<file path="src/rtl/cscb_pkg.sv">
// ----------------------------------------------------------------------------
// cscb_pkg: shared definitions of the comment and literal blanker
// Character codes, scan modes, the per-beat result bundle that the scanner
// hands to the output queue, and small character helpers.
// ----------------------------------------------------------------------------
`default_nettype none

package cscb_pkg;

  localparam logic [7:0] CH_SPACE  = 8'h20;
  localparam logic [7:0] CH_NL     = 8'h0A;
  localparam logic [7:0] CH_SLASH  = 8'h2F;
  localparam logic [7:0] CH_STAR   = 8'h2A;
  localparam logic [7:0] CH_DQUOTE = 8'h22;
  localparam logic [7:0] CH_SQUOTE = 8'h27;
  localparam logic [7:0] CH_BSLASH = 8'h5C;

  // Default number of byte entries held between the scanner and the output.
  localparam int unsigned QUEUE_DEPTH = 4;

  typedef enum logic [2:0] {
    MODE_PLAIN = 3'd0,
    MODE_SLASH = 3'd1,
    MODE_LINE  = 3'd2,
    MODE_BLOCK = 3'd3,
    MODE_BSTAR = 3'd4,
    MODE_LIT   = 3'd5,
    MODE_LESC  = 3'd6
  } scan_mode_e;

  // Result of one accepted beat: zero, one or two output bytes.
  typedef struct packed {
    logic [1:0] cnt;
    logic [7:0] item0;
    logic [7:0] item1;
    logic       last;
  } scan_res_t;

  function automatic logic is_quote(input logic [7:0] b);
    return (b == CH_DQUOTE) || (b == CH_SQUOTE);
  endfunction

  // Output byte of a plain text byte that does not start a held slash.
  function automatic logic [7:0] plain_out(input logic [7:0] b);
    return is_quote(b) ? CH_SPACE : b;
  endfunction

  // Newlines survive inside comments and literals, everything else blanks.
  function automatic logic [7:0] keep_nl(input logic [7:0] b);
    return (b == CH_NL) ? CH_NL : CH_SPACE;
  endfunction

endpackage

`default_nettype wire

</file>
<file path="src/rtl/cscb_scan.sv">
// ----------------------------------------------------------------------------
// cscb_scan: lexical mode tracker
// Holds the scan mode and quote kind, and turns each accepted beat into zero,
// one or two output bytes.
// ----------------------------------------------------------------------------
`default_nettype none

module cscb_scan (
  input  wire logic               clk_i,
  input  wire logic               rst_ni,
  input  wire logic               accept_i,
  input  wire logic [7:0]         data_i,
  input  wire logic               last_i,
  output cscb_pkg::scan_res_t     res_o
);
  import cscb_pkg::*;

  scan_mode_e mode_q, mode_d;
  logic       quote_q, quote_d;
  logic [7:0] quote_ch;
  logic [1:0] cnt;
  logic [7:0] item0, item1;

  assign quote_ch = quote_q ? CH_SQUOTE : CH_DQUOTE;

  always_ff @(posedge clk_i or negedge rst_ni) begin
    if (!rst_ni) begin
      mode_q  <= MODE_PLAIN;
      quote_q <= 1'b0;
    end else begin
      mode_q  <= mode_d;
      quote_q <= quote_d;
    end
  end

  // Next state.
  always_comb begin
    mode_d  = mode_q;
    quote_d = quote_q;
    if (accept_i) begin
      unique case (mode_q)
        MODE_SLASH: begin
          if (data_i == CH_SLASH) begin
            mode_d = MODE_LINE;
          end else if (data_i == CH_STAR) begin
            mode_d = MODE_BLOCK;
          end else if (is_quote(data_i)) begin
            mode_d  = MODE_LIT;
            quote_d = (data_i == CH_SQUOTE);
          end else begin
            mode_d = MODE_PLAIN;
          end
        end
        MODE_LINE: begin
          if (data_i == CH_NL) mode_d = MODE_PLAIN;
        end
        MODE_BLOCK, MODE_BSTAR: begin
          if (mode_q == MODE_BSTAR && data_i == CH_SLASH) begin
            mode_d = MODE_PLAIN;
          end else if (data_i == CH_STAR) begin
            mode_d = MODE_BSTAR;
          end else begin
            mode_d = MODE_BLOCK;
          end
        end
        MODE_LIT: begin
          if (data_i == quote_ch) begin
            mode_d = MODE_PLAIN;
          end else if (data_i == CH_BSLASH) begin
            mode_d = MODE_LESC;
          end
        end
        MODE_LESC: begin
          mode_d = MODE_LIT;
        end
        default: begin
          if (data_i == CH_SLASH && !last_i) begin
            mode_d = MODE_SLASH;
          end else if (is_quote(data_i)) begin
            mode_d  = MODE_LIT;
            quote_d = (data_i == CH_SQUOTE);
          end else begin
            mode_d = MODE_PLAIN;
          end
        end
      endcase
      // The end of a text returns the scanner to its reset state.
      if (last_i) begin
        mode_d  = MODE_PLAIN;
        quote_d = 1'b0;
      end
    end
  end

  // Output bytes.
  always_comb begin
    cnt   = 2'd1;
    item0 = CH_SPACE;
    item1 = CH_SPACE;
    unique case (mode_q)
      MODE_SLASH: begin
        cnt = 2'd2;
        if (data_i != CH_SLASH && data_i != CH_STAR) begin
          item0 = CH_SLASH;
          item1 = plain_out(data_i);
        end
      end
      MODE_LINE, MODE_BLOCK, MODE_BSTAR, MODE_LIT: begin
        item0 = keep_nl(data_i);
      end
      MODE_LESC: begin
        item0 = CH_SPACE;
      end
      default: begin
        if (data_i == CH_SLASH && !last_i) begin
          cnt = 2'd0;
        end else begin
          item0 = plain_out(data_i);
        end
      end
    endcase
  end

  assign res_o.cnt   = accept_i ? cnt : 2'd0;
  assign res_o.item0 = item0;
  assign res_o.item1 = item1;
  assign res_o.last  = last_i;

  // A final beat always yields at least one byte to carry the end mark.
  a_last_emits: assert property (@(posedge clk_i) disable iff (!rst_ni)
    accept_i && last_i |-> res_o.cnt != 2'd0)
    else $error("final beat produced no output byte");

  // After a final beat the next text starts in plain mode.
  a_last_resets: assert property (@(posedge clk_i) disable iff (!rst_ni)
    accept_i && last_i |=> mode_q == MODE_PLAIN && !quote_q)
    else $error("scanner state not cleared after final beat");

  // Two bytes come out only when a held slash is resolved.
  a_pair_from_slash: assert property (@(posedge clk_i) disable iff (!rst_ni)
    res_o.cnt == 2'd2 |-> mode_q == MODE_SLASH)
    else $error("two output bytes outside held slash");

endmodule

`default_nettype wire

</file>
<file path="src/rtl/cscb_outq.sv">
// ----------------------------------------------------------------------------
// cscb_outq: output queue
// Small register queue that takes up to two bytes per cycle from the scanner
// and delivers one beat per cycle on the output channel while it is not stalled.
// ----------------------------------------------------------------------------
`default_nettype none

module cscb_outq #(
  parameter int unsigned Depth = cscb_pkg::QUEUE_DEPTH
) (
  input  wire logic               clk_i,
  input  wire logic               rst_ni,
  input  cscb_pkg::scan_res_t     push_i,
  output logic                    nearly_full_o,
  output logic                    out_valid_o,
  input  wire logic               out_stall_i,
  output logic [7:0]              out_byte_o,
  output logic                    out_last_o
);
  import cscb_pkg::*;

  localparam int unsigned PtrW = (Depth > 1) ? $clog2(Depth) : 1;
  localparam int unsigned CntW = $clog2(Depth + 1);

  logic [7:0]      data_q [Depth];
  logic            last_q [Depth];
  logic [PtrW-1:0] wp_q, wp_d, rp_q, rp_d, wp_1;
  logic [CntW-1:0] cnt_q, cnt_d;
  logic            pop;

  function automatic logic [PtrW-1:0] ptr_inc(input logic [PtrW-1:0] p);
    return (p == PtrW'(Depth - 1)) ? '0 : p + PtrW'(1);
  endfunction

  assign pop         = out_valid_o && !out_stall_i;
  assign wp_1        = ptr_inc(wp_q);
  assign out_valid_o = (cnt_q != '0);
  assign out_byte_o  = data_q[rp_q];
  assign out_last_o  = last_q[rp_q];

  // Room for a worst-case pair of bytes is needed before a beat is taken.
  assign nearly_full_o = (cnt_q > CntW'(Depth - 2));

  always_comb begin
    wp_d  = wp_q;
    rp_d  = rp_q;
    cnt_d = cnt_q + CntW'(push_i.cnt);
    if (push_i.cnt == 2'd1) wp_d = wp_1;
    if (push_i.cnt == 2'd2) wp_d = ptr_inc(wp_1);
    if (pop) begin
      rp_d  = ptr_inc(rp_q);
      cnt_d = cnt_d - CntW'(1);
    end
  end

  always_ff @(posedge clk_i or negedge rst_ni) begin
    if (!rst_ni) begin
      wp_q  <= '0;
      rp_q  <= '0;
      cnt_q <= '0;
    end else begin
      wp_q  <= wp_d;
      rp_q  <= rp_d;
      cnt_q <= cnt_d;
    end
  end

  always_ff @(posedge clk_i) begin
    if (push_i.cnt != 2'd0) begin
      data_q[wp_q] <= push_i.item0;
      last_q[wp_q] <= push_i.last && (push_i.cnt == 2'd1);
    end
    if (push_i.cnt == 2'd2) begin
      data_q[wp_1] <= push_i.item1;
      last_q[wp_1] <= push_i.last;
    end
  end

  a_cnt_bound: assert property (@(posedge clk_i) disable iff (!rst_ni)
    cnt_q <= CntW'(Depth))
    else $error("queue fill count beyond depth");

  a_no_overflow: assert property (@(posedge clk_i) disable iff (!rst_ni)
    push_i.cnt != 2'd0 |->
      ({1'b0, cnt_q} + (CntW + 1)'(push_i.cnt)) <= (CntW + 1)'(Depth))
    else $error("queue written while full");

  a_pop_only: assert property (@(posedge clk_i) disable iff (!rst_ni)
    pop && push_i.cnt == 2'd0 |=> cnt_q == $past(cnt_q) - CntW'(1))
    else $error("fill count did not drop on a pop");

endmodule

`default_nettype wire

</file>
<file path="src/rtl/c_source_comment_string_blanker_top.sv">
// ----------------------------------------------------------------------------
// c_source_comment_string_blanker_top: C comment and literal blanker
// Streams a C or C++ source text and replaces comments and quoted literals
// with spaces while keeping the text length and line structure.
// ----------------------------------------------------------------------------
// The block takes one source byte per beat and returns a text of the same
// length in which the bytes of line comments, block comments, and double- or
// single-quoted literals, their delimiters and every backslash escape pair
// are replaced by spaces; newlines inside them are kept, except a newline
// that directly follows a backslash in a literal. A slash in plain text is
// held back by one beat to see whether it opens a comment, so a beat can
// yield no output byte (the held slash), one byte, or two bytes (the held
// slash resolved together with the byte after it). The end mark src_last_i
// travels to the final output byte of that text, a slash on the final byte
// is passed unchanged, and the scanner returns to plain text after it, so
// texts may follow each other with no gap. Input beats are taken at one per
// clock: the scan mode update is a small state machine that completes in the
// cycle a beat is accepted, and its bytes enter an output queue of Depth
// entries. The input is stalled only while fewer than two entries are free,
// which with an output that takes a beat every cycle never happens, so the
// sustained rate is one byte per cycle in and out. The bytes of an accepted
// beat are registered in the queue before they reach the output.
// ----------------------------------------------------------------------------
`default_nettype none

module c_source_comment_string_blanker_top #(
  // Output queue entries; at least 4 for full rate.
  parameter int unsigned Depth = cscb_pkg::QUEUE_DEPTH
) (
  input  wire logic       clk_i,
  input  wire logic       rst_ni,
  input  wire logic       src_valid_i,
  output logic            src_stall_o,
  input  wire logic [7:0] src_byte_i,
  input  wire logic       src_last_i,
  output logic            out_valid_o,
  input  wire logic       out_stall_i,
  output logic [7:0]      out_byte_o,
  output logic            out_last_o
);
  import cscb_pkg::*;

  logic      src_accept;
  logic      nearly_full;
  scan_res_t scan_res;

  // Stall depends only on queue occupancy, never on the input valid.
  assign src_stall_o = nearly_full;
  assign src_accept  = src_valid_i && !src_stall_o;

  cscb_scan u_scan (
    .clk_i    (clk_i),
    .rst_ni   (rst_ni),
    .accept_i (src_accept),
    .data_i   (src_byte_i),
    .last_i   (src_last_i),
    .res_o    (scan_res)
  );

  cscb_outq #(
    .Depth (Depth)
  ) u_outq (
    .clk_i         (clk_i),
    .rst_ni        (rst_ni),
    .push_i        (scan_res),
    .nearly_full_o (nearly_full),
    .out_valid_o   (out_valid_o),
    .out_stall_i   (out_stall_i),
    .out_byte_o    (out_byte_o),
    .out_last_o    (out_last_o)
  );

endmodule

`default_nettype wire

</file>
<file path="config.mk">
export PLATFORM = sky130hd
export DESIGN_NAME = c_source_comment_string_blanker_top
export DESIGN_NICKNAME = d
export VERILOG_FILES = /design/src/rtl/cscb_pkg.sv /design/src/rtl/cscb_scan.sv /design/src/rtl/cscb_outq.sv /design/src/rtl/c_source_comment_string_blanker_top.sv
export SDC_FILE = /design/constraint.sdc
export NUM_CORES = 1
export LEC_CHECK = 0
export ABC_AREA = 1
export BUFFER_PORTS_ARGS = -buffer_cell sky130_fd_sc_hd__buf_4
export CAP_MARGIN = 15
export CORE_MARGIN = 8
export CORE_UTILIZATION = 61
export DETAILED_ROUTE_END_ITERATION = 8
export PLACE_DENSITY = 0.81
export SYNTH_ARGS = -nofsm -noshare
export SYNTH_HDL_FRONTEND = slang
export SYNTH_HIERARCHICAL = 1
export SYNTH_SLANG_ARGS = --single-unit
</file>
<file path="constraint.sdc">
create_clock -name clk_i -period 3.3 [get_ports clk_i]
set_clock_uncertainty 0.15 [all_clocks]
set_input_delay 0.495 -clock clk_i [delete_from_list [all_inputs] [get_ports clk_i]]
set_output_delay 0.495 -clock clk_i [all_outputs]
set_load 0.01 [all_outputs]
</file>
==> out/results.txt, run 1 <==
Clk slew on worst S/H paths: 0.09 ns
Final Hold Violating Endpoints: 0
GPL Wtd Cong: 0.9082
Via count: 2,695
Effective utilization at floorplan: 63.69%
Crit-path max FO: 4
Grt total ovfl: 0
Num ports: 24
Measured slew at the worst slew-check pin: 0.6606 ns
Core area: 0.005172 mm²
FFs w/ async S/R, synth: 23.40%
Synthesized area: 0.003294 mm²
WS Path Type: reg2reg
Worst Setup Start Kind: flop
Drt pass-1 iters: 5
Post-route ant nets: 0
I/O Buffers: 23
Layout Nets: 452
Max-cap violations: 0
TritonCTS clock tree: yes
Die area: 0.008008 mm²
Row cnt: 26
Fin crit share: 81.59%
Most frequently used flop master after synthesis: edfxtp_1
Worst setup EP type: flop
# clock sinks: 47
Final wirelength: 7165 µm
VDD IR-drop max: 522.7 µV
Fin area: 0.003627 mm²
Relative slew slack: 55.96%
DPL Wire Length: 5424 µm
Remaining DRCs: 0
TritonCTS Buffers: 5
WP data arrival: 2.74 ns
Post-Syn Instances: 399
Die Width: 89.49 µm
Fill cell count: 427
H-tree depth: 2
Min Hold Slack: 0.3674 ns
Largest net degree at the start of global routing: 22
Vias/cell: 5.433
Post-CTS Resized: 0
Sequential element share of the synthesized area: 41.17%
Buffer depth of the longest clock path: 2
RSZ-0062 raised after global routing: false
Leak: 1.572 nW
Area post-placement: 0.003485 mm²
Status: completed
Antenna violations before repair: 0
GRT Total Usage: 18.98%
Yosys cell types: 35
Layout cells sized above 1: 19.48%
Total negative slack: 0 ns
Ys Warns: 6
Number of global-route vias before repair: 2,505
Die Y: 89.49 µm
Clock Latency Late Sink: 0.30 ns
Root Buffer: clkbuf_8
Synth-to-layout area growth: 10.10%
Average footprint of a synthesized cell: 8.257 µm²
Routed len/inst: 14.45 µm
Final WS setup: 0.6074 ns
Power Dens Cells: 865.7 mW/mm²
Fin. max-slew vios: 0
Pwr Total: 3.140 mW
Worst min path class: in2reg
Dpl ws: 0.4823 ns
Final worst path period need: 2.693 ns
DR iter-0 viols: 293
Fmax: 0.3714 GHz
Syn Nets: 426
Post-synth EDFFs: 36
WP data required: 3.35 ns
Global-route wire length before repair: 11,720 µm
N_diodes: 0
Finish-stage setup viols: 0
Yosys reg bits: 47
-- worst max-delay path, stage by stage (launching register included) --
cell and delay, ns:
dfrtp_1 0.43, nor2_2 0.16, a21oi_1 0.08, nor2_2 0.20, inv_1 0.08, nor3_1 0.34
ha_1 0.23, fa_1 0.43, inv_1 0.08, ha_1 0.17, inv_1 0.05, nand3_1 0.07
nand2_1 0.05, nand2_1 0.05, nand2_1 0.05
-- cell families (layout without fill, tap and decap cells) --
family,count (synthesis),in the layout,synth area share [%]
flops,47,47,41.17
compound gates,89,89,16.52
buf+inv,66,93,10.03
fa+ha+maj,14,14,5.545
simple gates,180,180,25.37
xor+xnor,3,3,1.367
-- Yosys cell counts, types with 3 or more instances --
cell / instances / area share (%)
buf_6: 6 / 2.1
ha_1: 13 / 4.9
nand2_2: 4 / 0.76
nand4_1: 4 / 0.76
nand3_1: 18 / 2.7
nor2_2: 4 / 0.76
o21ai_2: 18 / 4.8
o21ai_0: 32 / 4.9
o21ai_1: 19 / 2.9
inv_2: 6 / 0.68
nand2_8: 3 / 1.8
nor2_1: 50 / 5.7
o22ai_1: 9 / 1.7
edfxtp_1: 36 / 33
inv_1: 47 / 5.4
a21oi_1: 7 / 1.1
nand2_1: 88 / 10
dfrtp_1: 11 / 8.4
-- layer usage --
| metal | part of all wire, % | track usage, % |
|---|---|---|
| met1 | 45 | 23.13 |
| met3 | 5.1 | 2.941 |
| met2 | 49 | 33.54 |
| met5 | 0 | 0 |
| met4 | 1.0 | 5.589 |
-- cell type report --
type,instances,area [µm²],area share [%]
Tap cell,70,87.58,2.415
Timing Repair Buffer,31,235.2,6.485
Multi-Input combinational cell,286,1608,44.33
Clock inverter,2,60.06,1.656
Inverter,54,207.7,5.726
Clock buffer,6,72.57,2.001
Sequential cell,47,1356,37.39
-- sequential cells by signal (all words and copies together) (netlist names) --
| name | count |
|---|---|
| u_scan/quote_q | 1 |
| u_outq/wp_q | 2 |
| u_scan/mode_q | 3 |
| u_outq/rp_q | 2 |
| u_outq/cnt_q | 3 |
| u_outq/data_q | 32 |
| u_outq/last_q | 4 |
-- repair_timing --
item | in CTS | in global routing
endpoints found under the hold margin | 11 | 0
setup buffers | 0 | 0
hold buffers | 1 | 0
-- report_power, final --
part           switching [mW]  total [mW]  internal (mW)
Clock                   0.195       0.498          0.303
Sequential              0.138        1.02          0.881
Combinational            1.00        1.62          0.624
Total                    1.33        3.14           1.81
-- metrics by stage --
stage | utilization (%) | cells
CTS | 70.13 | 496
global placement | 67.37 | 487
detailed placement | 67.37 | 487
finish | 70.13 | 496
global route | 70.13 | 496
floorplan | - | 399
-- final timing paths --
check | cells past startpoint | slack [ns] | end | startpoint
max | 14 | 0.61 | u_outq/cnt_q[2]$_DFF_PN0_ | u_outq/cnt_q[2]$_DFF_PN0_
min | 4 | 0.37 | u_outq/cnt_q[0]$_DFF_PN0_ | out_stall_i
max reg2reg | 14 | 0.61 | u_outq/cnt_q[2]$_DFF_PN0_ | u_outq/cnt_q[2]$_DFF_PN0_
min reg2reg | 2 | 0.46 | u_outq/wp_q[1]$_DFFE_PN0P_ | u_outq/wp_q[1]$_DFFE_PN0P_
max in group asynchronous | 2 | 2.43 | u_outq/rp_q[1]$_DFFE_PN0P_ | rst_ni
min in group asynchronous | 2 | 0.41 | u_outq/cnt_q[2]$_DFF_PN0_ | rst_ni
-- placed cells by master (no fill, tap or decap), types with 2 or more instances in the layout --
cell / instances
o21ai_1: 19
bufinv_16: 2
edfxtp_1: 36
nor3_1: 2
nand2_8: 3
ha_1: 13
nand2_1: 88
a21oi_1: 7
buf_4: 30
nand3_1: 18
nor2_4: 2
o21ai_2: 18
inv_1: 47
nand2_4: 2
nor2_1: 50
nand2_2: 4
dfrtp_1: 11
nand3_2: 2
inv_2: 6
clkbuf_8: 5
nor2_2: 4
o21ai_0: 32
nand4_1: 4
o22ai_1: 9
Note: power is estimated with default switching activity, not from simulation.
==> inputs of run 2 (changes only) <==
--- a/config.mk
+++ b/config.mk
@@ -5,13 +5,13 @@
 export SDC_FILE = /design/constraint.sdc
 export NUM_CORES = 1
 export LEC_CHECK = 0
-export ABC_AREA = 1
+export ABC_AREA = 0
 export BUFFER_PORTS_ARGS = -buffer_cell sky130_fd_sc_hd__buf_4
 export CAP_MARGIN = 15
 export CORE_MARGIN = 8
-export CORE_UTILIZATION = 61
+export CORE_UTILIZATION = 55
 export DETAILED_ROUTE_END_ITERATION = 8
-export PLACE_DENSITY = 0.81
+export PLACE_DENSITY = 0.77
 export SYNTH_ARGS = -nofsm -noshare
 export SYNTH_HDL_FRONTEND = slang
 export SYNTH_HIERARCHICAL = 1
==> constraint.sdc (replaced) <==
create_clock -name clk_i -period 2.3 [get_ports clk_i]
set_clock_uncertainty 0.15 [all_clocks]
set_input_delay 0.345 -clock clk_i [delete_from_list [all_inputs] [get_ports clk_i]]
set_output_delay 0.345 -clock clk_i [all_outputs]
set_load 0.01 [all_outputs]
==> out/results.txt, run 2 <==
Status: complete, but fails checks
Violated checks: setup timing
Internal cell power: 3.168 mW
Measured slew at the worst slew-check pin: 0.6411 ns
Final worst path period need: 2.670 ns
Worst Hold Path Cells: 3
Worst Setup Start Kind: primary input
Relative slew slack: 57.26%
Clock Latency Late Sink: 0.30 ns
Layout cells sized above 1: 52.08%
Routed len/inst: 21.03 µm
WS Path Type: in2reg
Net Sw Power: 1.954 mW
Most frequent cells in the layout: buf_4, edfxtp_1, mux2_2, inv_1, dfrtp_1
Max reg flops: 32
Worst setup EP type: flop
Final Util: 78.23%
Synth top cells by count: edfxtp_1, mux2_2, inv_1
Global-route wire length before repair: 13,660 µm
Core area: 0.005540 mm²
Die Width: 91.93 µm
RSZ-0062 raised after global routing: true
Fin area: 0.004334 mm²
Buffer depth of the longest clock path: 2
Yosys cell types: 68
Finish-stage setup viols: 76
Dpl ws: -0.7413 ns
Fin cells: 408
Most frequently used flop master after synthesis: edfxtp_1
Final Hold Violating Endpoints: 0
TritonCTS clock tree: yes
Most common cell after layout, fill and taps aside: buf_4
Clk slew on worst S/H paths: 0.08 ns
Via count: 2,506
Worst min path class: in2reg
Top cells by area, synth: edfxtp_1, mux2_2, dfrtp_1
Syn Nets: 282
Final wirelength: 8579 µm
Effective utilization at floorplan: 57.23%
Antenna violations before repair: 0
Leading registers by flop count: u_outq/data_q (32), u_outq/last_q (4)
DR iter-0 viols: 160
R2R setup slack: -0.20 ns
Layout Nets: 362
Drt pass-1 iters: 4
Clock power share: 14.1%
# clock sinks: 47
Grt total ovfl: 0
RR Endpoint: u_outq/cnt_q[2]$_DFF_PN0_
WP data required: 2.37 ns
Hold Path Sink: u_outq/cnt_q[0]$_DFF_PN0_
Min-delay src: out_stall_i
TritonCTS Buffers: 5
GPL Wtd Cong: 0.8938
DPL Wire Length: 5075 µm
Leak: 1.701 nW
WP data arrival: 2.74 ns
FF-to-FF Start: u_outq/cnt_q[0]$_DFF_PN0_
Synth top area share: 34.10%
Root Buffer: clkbuf_8
Synthesized area: 0.003171 mm²
Placed insts: 380
Fmax: 0.3745 GHz
N_diodes: 0
R2R depth: 10
Max-cap violations: 0
Largest net degree at the start of global routing: 15
Sequential power share: 27.3%
Num ports: 24
Die Y: 91.93 µm
Final WS setup: -0.3699 ns
Number of global-route vias before repair: 2,690
Row cnt: 27
Average footprint of a synthesized cell: 12.43 µm²
Power Dens Cells: 1182 mW/mm²
Sequential element share of the synthesized area: 42.78%
Crit-path max FO: 3
Area post-placement: 0.003775 mm²
VDD IR-drop max: 791.0 µV
Largest Register: u_outq/data_q
I/O Buffers: 23
Post-synth top area cell: edfxtp_1
Vias/cell: 6.142
Fin. max-slew vios: 0
Post-Syn Instances: 255
Most common cell in the synthesized netlist: edfxtp_1
Fin crit share: 116.1%
Yosys reg bits: 47
Comb pwr share: 58.6%
Sw Share: 38.15%
Post-route ant nets: 0
GRT Total Usage: 20.49%
Die area: 0.008450 mm²
Remaining DRCs: 0
FFs w/ async S/R, synth: 23.40%
Ys Warns: 6
H-tree depth: 2
Post-synth EDFFs: 36
Synth-to-layout area growth: 36.70%
## run 2: cell count changes after synthesis, moves of 18 or more
| cell | before | now |
|---|---|---|
| o21ai_2 | 18 | 0 |
| inv_1 | 47 | 17 |
| mux2_2 | 0 | 34 |
| nor2_1 | 50 | 7 |
| nand2_1 | 88 | 5 |
| o21ai_0 | 32 | 4 |
## run 2: worst max-delay path, stage by stage
cell	delay, ns
buf_6	0.09
and4bb_1	0.30
nand2_2	0.08
or3_4	0.41
a21oi_2	0.14
nor3b_2	0.06
ha_2	0.17
fa_1	0.44
inv_2	0.09
ha_4	0.12
nor2b_4	0.13
mux2i_1	0.21
xnor2_1	0.15
## run 2: power groups by stage
stage               clock network [mW]  registers, mW  logic (mW)
floorplan                            0           1.35        1.78
global placement                     0           1.40        2.47
detailed placement                   0           1.41        2.51
CTS                              0.724           1.40        2.87
global route                     0.753           1.43        3.20
finish                           0.721           1.40        3.00
## run 2: logic make-up (layout without fill, tap and decap cells)
| group | count (synthesis) | count (layout) | synth area share (%) |
|---|---|---|---|
| and+or+nand+nor | 67 | 71 | 14.33 |
| AOI/OAI and AO/OA | 48 | 51 | 11.01 |
| DFF | 47 | 47 | 42.78 |
| muxes | 46 | 46 | 19.57 |
| buffers and inverters | 28 | 102 | 5.169 |
| adders and majority gates | 14 | 14 | 5.762 |
| xor gates and xnor gates | 5 | 5 | 1.381 |
## run 2: worst max path at each step
stage	start	endpoint	slack, ns	cells past startpoint
4_1_cts	src_byte_i[7]	u_outq/cnt_q[2]$_DFF_PN0_	-0.38	13
2_1_floorplan	src_byte_i[6]	u_outq/cnt_q[2]$_DFF_PN0_	-0.54	12
3_5_place_dp	src_byte_i[6]	u_outq/cnt_q[2]$_DFF_PN0_	-0.74	13
6_report	src_byte_i[6]	u_outq/cnt_q[2]$_DFF_PN0_	-0.37	13
3_3_place_gp	src_byte_i[6]	u_outq/cnt_q[2]$_DFF_PN0_	-0.66	13
5_1_grt	src_byte_i[6]	u_outq/cnt_q[2]$_DFF_PN0_	-0.48	13
## run 2: final cells by class
cell class | count | area, µm²
Clock buffer | 6 | 72.57
Clock inverter | 2 | 60.06
Fill cell | 323 | 1206
Inverter | 17 | 66.31
Multi-Input combinational cell | 187 | 1964
Sequential cell | 47 | 1356
Tap cell | 72 | 90.09
Timing Repair Buffer | 77 | 724.4
## run 2: through the flow
| step | total power [mW] | TNS, ns | hold slack [ns] |
|---|---|---|---|
| floorplan | 3.130 | -12.04 | -0.1006 |
| global placement | 3.869 | -34.76 | 0.04598 |
| detailed placement | 3.926 | -37.27 | 0.04631 |
| CTS | 4.989 | -9.788 | 0.2335 |
| global route | 5.381 | -17.59 | 0.2399 |
| finish | 5.122 | -12.69 | 0.2414 |
## run 2: what timing repair did
item	in CTS	in global routing
setup endpoints to repair	71	81
resized for setup	23	6
pin swaps	10	8
cloned	10	0
hold buffers	1	0
hold endpoints to repair	11	0
setup buffers	8	2
## run 2: routing by layer
metal  track usage (%)  routed length (µm)  part of all wire [%]  vias to the layer above
li1                  -                   -                     -                     1138
met1             23.03                3381                    39                     1197
met2             35.82                4315                    50                      129
met3             3.667                 493                   5.7                       42
met4             11.54                 389                   4.5                        0
met5                 0                   0                     0                        -
